## src/design/snds_ram.sv

```systemverilog
// Generic single-clock RAM with one write port and one registered read port (read-first).
module snds_ram #(
    parameter int unsigned WIDTH = 8,
    parameter int unsigned DEPTH = 16,
    localparam int unsigned ADDR_W = (DEPTH > 1) ? $clog2(DEPTH) : 1
) (
    input  logic              clk,
    input  logic              wr_en,
    input  logic [ADDR_W-1:0] wr_addr,
    input  logic [WIDTH-1:0]  wr_data,
    input  logic              rd_en,
    input  logic [ADDR_W-1:0] rd_addr,
    output logic [WIDTH-1:0]  rd_data
);

    logic [WIDTH-1:0] mem [DEPTH];

    // A read and a write to the same entry in one cycle return the old contents.
    always_ff @(posedge clk)
    begin
        if (wr_en)
        begin
            mem[wr_addr] <= wr_data;
        end
        if (rd_en)
        begin
            rd_data <= mem[rd_addr];
        end
    end

endmodule

```

## config.mk

```make
export PLATFORM = sky130hd
export DESIGN_NAME = snds_ram
export DESIGN_NICKNAME = d
export VERILOG_FILES = /design/src/design/snds_ram.sv
export SDC_FILE = /design/constraint.sdc
export NUM_CORES = 1
export LEC_CHECK = 0
export BUFFER_PORTS_ARGS = -buffer_cell sky130_fd_sc_hd__buf_2
export CORE_MARGIN = 2
export CORE_UTILIZATION = 60
export CTS_CLUSTER_SIZE = 16
export DETAILED_ROUTE_END_ITERATION = 8
export GPL_TIMING_DRIVEN = 0
export PLACE_DENSITY = 0.78
export SLEW_MARGIN = 20
export SYNTH_ARGS = -nofsm -noshare
export SYNTH_HDL_FRONTEND = slang
export SYNTH_SLANG_ARGS = --single-unit
```

## constraint.sdc

```tcl
create_clock -name clk -period 1.9 [get_ports clk]
set_input_delay 0.095 -clock clk [delete_from_list [all_inputs] [get_ports clk]]
set_output_delay 0.095 -clock clk [all_outputs]
set_load 0.01 [all_outputs]
```

---- Word-level counts from Yosys, hierarchy flattened ----
Memories as Yosys holds them, arrays and structs flattened. A register that Yosys moved wholly into a read port is not among the register bits.
Cells that the tools add are included.
storage, ports and cells
  RAM bits ................................ 128
  register bits after elaboration ......... 0
  word-level logic and storage cells ...... 3
  memories ................................ 1
operators by class
  mux-type cells .......................... 2
memories
  name  depth  width  rd ports  clocked after memory_dff  write ports  RTL line  text
  mem   16     8      1         1                         1            16        logic [WIDTH-1:0] mem [DEPTH];
operators with widths
  cell              count
  2-to-1 mux 1 bit  2

---- Longest topological paths before layout ----
Gate-level depths: netlist of run 1.
  depth in word-level cells ............... 2
  mapped depth ............................ 5
  mapped depth without buffers ............ 3

---- Worst setup path before layout of run 1 ----
OpenSTA, ideal clock, no wires.
  kind .................................... input to register
  start ................................... input wr_addr[2]
  end ..................................... memory mem[0][0], enable pin
  path slack .............................. 312 ps
  stages on the path ...................... 2
  path buffers ............................ 0
  arrival time ............................ 1205 ps
  cells stage by stage .................... or3b_2 -> nor3_1
RTL lines
  what         RTL line  text
  from (decl)  9         input logic [ADDR_W-1:0] wr_addr,
  to (decl)    16
No word-level cell before the write port.

==> results of run 1 <==
## through the flow
stage | power [W] | instance area (um2) | instances | hold WS (ns)
after floorplan | 0.003634 | 5228 | 229 | 0.1939
after global routing | 0.007270 | 6215 | 403 | 0.1257
after global placement | 0.003758 | 5488 | 362 | 0.4295
after CTS | 0.007113 | 6215 | 403 | 0.09662
after detailed placement | 0.003781 | 5508 | 362 | 0.4526
final | 0.007086 | 6215 | 403 | 0.1186
## worst paths after layout
check                        from                   end  cells past startpoint  slack [ns]
max           mem[4][0]$_DFFE_PP_  rd_data[0]$_DFFE_PP_                      3        0.29
min                    wr_addr[1]   mem[4][7]$_DFFE_PP_                      2        0.12
max reg2reg   mem[4][0]$_DFFE_PP_  rd_data[0]$_DFFE_PP_                      3        0.29
min reg2reg  mem[11][3]$_DFFE_PP_  rd_data[3]$_DFFE_PP_                      3        0.78
## power groups by stage
stage	combinational (W)	sequential, W	clock (W)
2_1_floorplan	0.000171	0.00346	0
3_3_place_gp	0.000306	0.00345	0
3_5_place_dp	0.000322	0.00346	0
4_1_cts	0.000338	0.00340	0.00338
5_1_grt	0.000359	0.00340	0.00351
6_report	0.000336	0.00340	0.00335
## routing by layer
metal  vias up  part of all wire  global-route usage
li1       1093                 -                   -
met1      1298              0.42              0.3339
met2       143              0.50              0.3488
met3         9             0.069             0.04532
met4         0             0.013             0.08333
met5         -                 0                   0
## registers in the layout, indices dropped and copies added (netlist names)
| signal | count |
|---|---|
| rd_data | 8 |
| mem | 128 |
## logic make-up after synthesis
| kind of cell | synth area share |
|---|---|
| buffers and inverters | 0.01651 |
| DFF | 0.7812 |
| muxes | 0.1479 |
| AOI/OAI and AO/OA | 0.02298 |
| and+or+nand+nor | 0.03136 |
## worst max-delay path, stage by stage, from the launching register on
cell and delay (ns):
edfxtp_1 0.37, mux4_1 0.55, a22oi_1 0.29, nand2_1 0.14
## cell usage after synthesis
cell             number  area share
clkdlybuf4s25_2       3      0.0057
mux4_2               18       0.078
buf_6                 3      0.0065
buf_4                 1      0.0014
nand2_1               9      0.0065
nor2_1               13      0.0093
nor3_1                4      0.0038
buf_2                 3      0.0029
nor2b_1               1      0.0012
and2_1                1      0.0012
nand3b_1              2      0.0029
mux4_1               14       0.070
and2b_1               1      0.0014
or3b_2                1      0.0017
edfxtp_1            136        0.78
nand3_1               1     0.00096
nand2b_1              2      0.0024
a22oi_1              16       0.023
## layout by cell type, fill, tap and decap left out, drive strengths merged
cell type	Yosys	final
clkbuf	0	17
dlygate4sd3	0	9
nor2	13	13
nand3	1	1
and2b	1	1
clkinvlp	0	2
mux4	32	32
clkdlybuf4s25	3	3
nor2b	1	1
nand3b	2	2
edfxtp	136	136
bufinv	0	4
clkinv	0	8
nand2b	2	2
and2	1	1
nor3	4	4
buf	7	32
a22oi	16	16
nand2	9	9
or3b	1	1
inv	0	1
## cell type report
class / instances / area share
Sequential cell: 136 / 0.6571
Multi-Input combinational cell: 83 / 0.1733
Clock buffer: 17 / 0.06664
Timing Repair Buffer: 34 / 0.03463
Clock inverter: 15 / 0.03262
Tap cell: 108 / 0.02174
Buffer: 10 / 0.01389
==> results.md, run 1 <==
- Ys Warns: 0
- Status: finished clean
- Routed wire length: 9928 um
- Setup CP Type: flip-flop to flip-flop
- Post-CTS sizing: 0
- DR vias: 2543
- CP endpoint kind: flip-flop
- Synth cell types: 18
- Port bufs: 25
- TritonCTS buffer count: 17
- Clock sink count: 136
- Max-cap check violation count: 0
- Worst slack at placement: 0.1103 ns
- Drt drc: 0
- Startpoint class of the critical path: flip-flop
- Synthesized area per cell: 22.83 um2
- Routed len/inst: 24.64 um
- Synth Net Count: 248
- Dpl hpwl: 6056 um
- Final Max Slew Viols: 0
- Layout cells sized above 1: 0.3051
- Finish-stage setup viols: 0
- Drt via density: 6.310
- Rows: 34
- Reg power frac: 0.479
- NumNets Final: 301
- Slew headroom: 0.4456
- Clk_lat worst skew: 0.50 ns
- Pwr dens: 1140 nW/um2
- Drt first pass iters: 4
- Ant. Diodes: 0
- Net Sw Power: 0.001427 W
- Clock tree buffer depth: 2
- FF+latch count, synth: 136
- Arr. time, crit path: 1.85 ns
- Initial antenna violation count: 0
- Gr ovfl total: 0
- Clock share of power: 0.473
- Critical Path RT: 2.14 ns
- Max IR drop VDD: 0.7909 mV
- RSZ-0062 raised after global routing: no
- Seq. cell area: 4084 um2
- Die area: 9475 um2
- Hold Crit Class: primary input to flip-flop
- Setup TNS: 0 ns
- Logic pwr share: 0.047
- Number of global-route vias before repair: 2530
- Switch share: 0.2014
- Clk_skew: 0.005692 ns
- DRT antenna net count: 0
- Setup ws final: 0.2857 ns
- CTS tree: yes
- Pin count of the biggest net entering global routing: 17
- Share of the yosys chip area belonging to registers: 0.7812
- Root Buffer: clkbuf_8
- Slew @ Worst Pin: 0.8286 ns
- Max H-tree Level: 4
- GRT Util Overall: 0.2271
- Area of the multi-input gates: 1077 um2
- Fin util: 0.7232
- Global-route wire length before repair: 15060 um
- Core area: 8593 um2
- Syn Std Cell Area: 5228 um2
- Worst-path clk slew: 0.06 ns
- I/O pin cnt: 27
- Syn Inst Count: 229
- Fmax: 619.4 MHz
- Tmin final: 1.614 ns
- Chip Height: 97.34 um
- Total leakage power: 2.094 nW
- P_int: 0.005659 W
- Area growth, synth to finish: 18.88%
- Fill cell count: 476
- RePlAce Congestion: 0.6863
- Starting DRT DRC Count: 348
- Setup Buffers After CTS: 0
- Final worst path period share: 0.8497
- Die W: 97.34 um
- Endpoints failing hold: 0
- Critical path peak fanout: 1
- CTS Hold Bufs: 9
- Initial Util: 0.6083
Power figures use the tool's default switching activity.
==> run 2, diff against run 1 <==
Clock period 1.9 ns to 1.6 ns, I/O delays scaled along.
==> results.md, run 2 (same netlist as run 1, synthesis figures left out) <==
- Status: finished clean
- Critical path peak fanout: 1
- Area of the multi-input gates: 1082 um2
- Port bufs: 25
- Hold Crit Class: primary input to flip-flop
- Commonest non-fill, non-tap cell in the layout: edfxtp_1
- Setup Buffers After CTS: 0
- Slew headroom: 0.4264
- Drt drc: 0
- Fin util: 0.7238
- NumNets Final: 301
- Max-cap check violation count: 0
- Chip Height: 97.34 um
- Worst setup path start: mem[6][2]$_DFFE_PP_
- Dpl hpwl: 6056 um
- Endpoints failing hold: 0
- Placed Instances: 362
- Routed wire length: 9953 um
- GRT Util Overall: 0.2271
- R2R depth: 3
- Finish-stage setup viols: 0
- Global-route wire length before repair: 15060 um
- TritonCTS buffer count: 17
- Die area: 9475 um2
- Fill cell count: 474
- Largest register FFs: 128
- CTS tree: yes
- Max IR drop VDD: 0.9422 mV
- Setup CP Type: flip-flop to flip-flop
- Clk_lat worst skew: 0.51 ns
- Seq. cell area: 4084 um2
- Rows: 34
- Clk_skew: 0.008132 ns
- Gr ovfl total: 0
- Arr. time, crit path: 1.79 ns
- Final worst path period share: 0.9575
- Crit path to: rd_data[2]$_DFFE_PP_
- Starting DRT DRC Count: 339
- Critical Path RT: 1.86 ns
- Layout cells sized above 1: 0.3085
- Max H-tree Level: 4
- Area growth, synth to finish: 18.98%
- RePlAce Congestion: 0.6863
- Pin count of the biggest net entering global routing: 17
- Core area: 8593 um2
- Setup slack, reg-to-reg: 0.07 ns
- Tmin final: 1.532 ns
- Fmax: 652.7 MHz
- Routed len/inst: 24.70 um
- Slew @ Worst Pin: 0.8572 ns
- I/O pin cnt: 27
- Ant. Diodes: 0
- CP endpoint kind: flip-flop
- Initial antenna violation count: 0
- Root Buffer: clkbuf_8
- DR vias: 2501
- Clock sink count: 136
- DRT antenna net count: 0
- Final Non-Filler Cells: 403
- R2R Path Start: mem[6][2]$_DFFE_PP_
- Number of global-route vias before repair: 2530
- Most frequent cells in the layout: edfxtp_1 (136), buf_2 (28), mux4_2 (18)
- Die W: 97.34 um
- Largest Register: mem
- Worst-path clk slew: 0.06 ns
- R2R Path End: rd_data[2]$_DFFE_PP_
- Drt first pass iters: 5
- RSZ-0062 raised after global routing: no
- Drt via density: 6.206
- Total leakage power: 2.095 nW
- Final Max Slew Viols: 0
- Clock tree buffer depth: 2
- Initial Util: 0.6083
- Pwr dens: 1355 nW/um2
- Largest regs: mem (128), rd_data (8)
- Startpoint class of the critical path: flip-flop
## run 2: cell counts in the layout (fill, tap and decap cells not counted)
Identical to the previous run, type by type.
## run 2: worst min-delay path by stage
stage	endpoint	start	cells past startpoint	slack [ns]
floorplan	mem[0][0]$_DFFE_PP_	wr_data[0]	0	0.18
global placement	rd_data[1]$_DFFE_PP_	rd_en	1	0.41
detailed placement	rd_data[5]$_DFFE_PP_	rd_en	1	0.44
CTS	mem[4][4]$_DFFE_PP_	wr_addr[1]	2	0.08
global route	mem[4][7]$_DFFE_PP_	wr_addr[0]	2	0.11
finish	mem[4][0]$_DFFE_PP_	wr_addr[0]	2	0.1
## run 2: cell type report
type	count	share of cell area
Clock buffer	17	0.06659
Buffer	10	0.01388
Clock inverter	15	0.03259
Multi-Input combinational cell	83	0.1740
Tap cell	108	0.02173
Sequential cell	136	0.6566
Timing Repair Buffer	34	0.03460
## run 2: power breakdown
part / switching, W / total [W] / internal, W
Combinational: 0.000230 / 0.000400 / 0.000170
Sequential: 0.0000188 / 0.00403 / 0.00401
Clock: 0.00146 / 0.00399 / 0.00254
Total: 0.00170 / 0.00843 / 0.00672
## run 2: routing by layer
layer  vias up  GRT usage  wire (um)
li1       1092          -          -
met1      1285     0.3339       4051
met2       116     0.3488       5040
met3         8    0.04532        729
met4         0    0.08333        131
met5         -          0          0
## run 2: through the flow
step / cell area, um2 / setup TNS, ns / worst slack (ns) / hold WS [ns] / power (W)
after detailed placement: 5508 / -5.023 / -0.1747 / 0.4376 / 0.004489
after global placement: 5488 / -10.71 / -0.5036 / 0.4145 / 0.004463
final: 6220 / 0 / 0.06800 / 0.09949 / 0.008425
after floorplan: 5228 / 0 / 0.02713 / 0.1789 / 0.004315
after global routing: 6220 / 0 / 0.006059 / 0.1107 / 0.008634
after CTS: 6220 / 0 / 0.05301 / 0.08162 / 0.008449
## run 2: critical path, cell delays in order, from the launching register on
cell	delay, ns
edfxtp_1	0.38
mux4_1	0.55
a22oi_1	0.25
nand2_1	0.10
## run 2: what timing repair did
item / CTS / global route
endpoints found under the hold margin: 136 / 0
endpoints found under the setup margin: 1 / 0
hold buffers: 9 / 0
gates resized for setup: 1 / 0
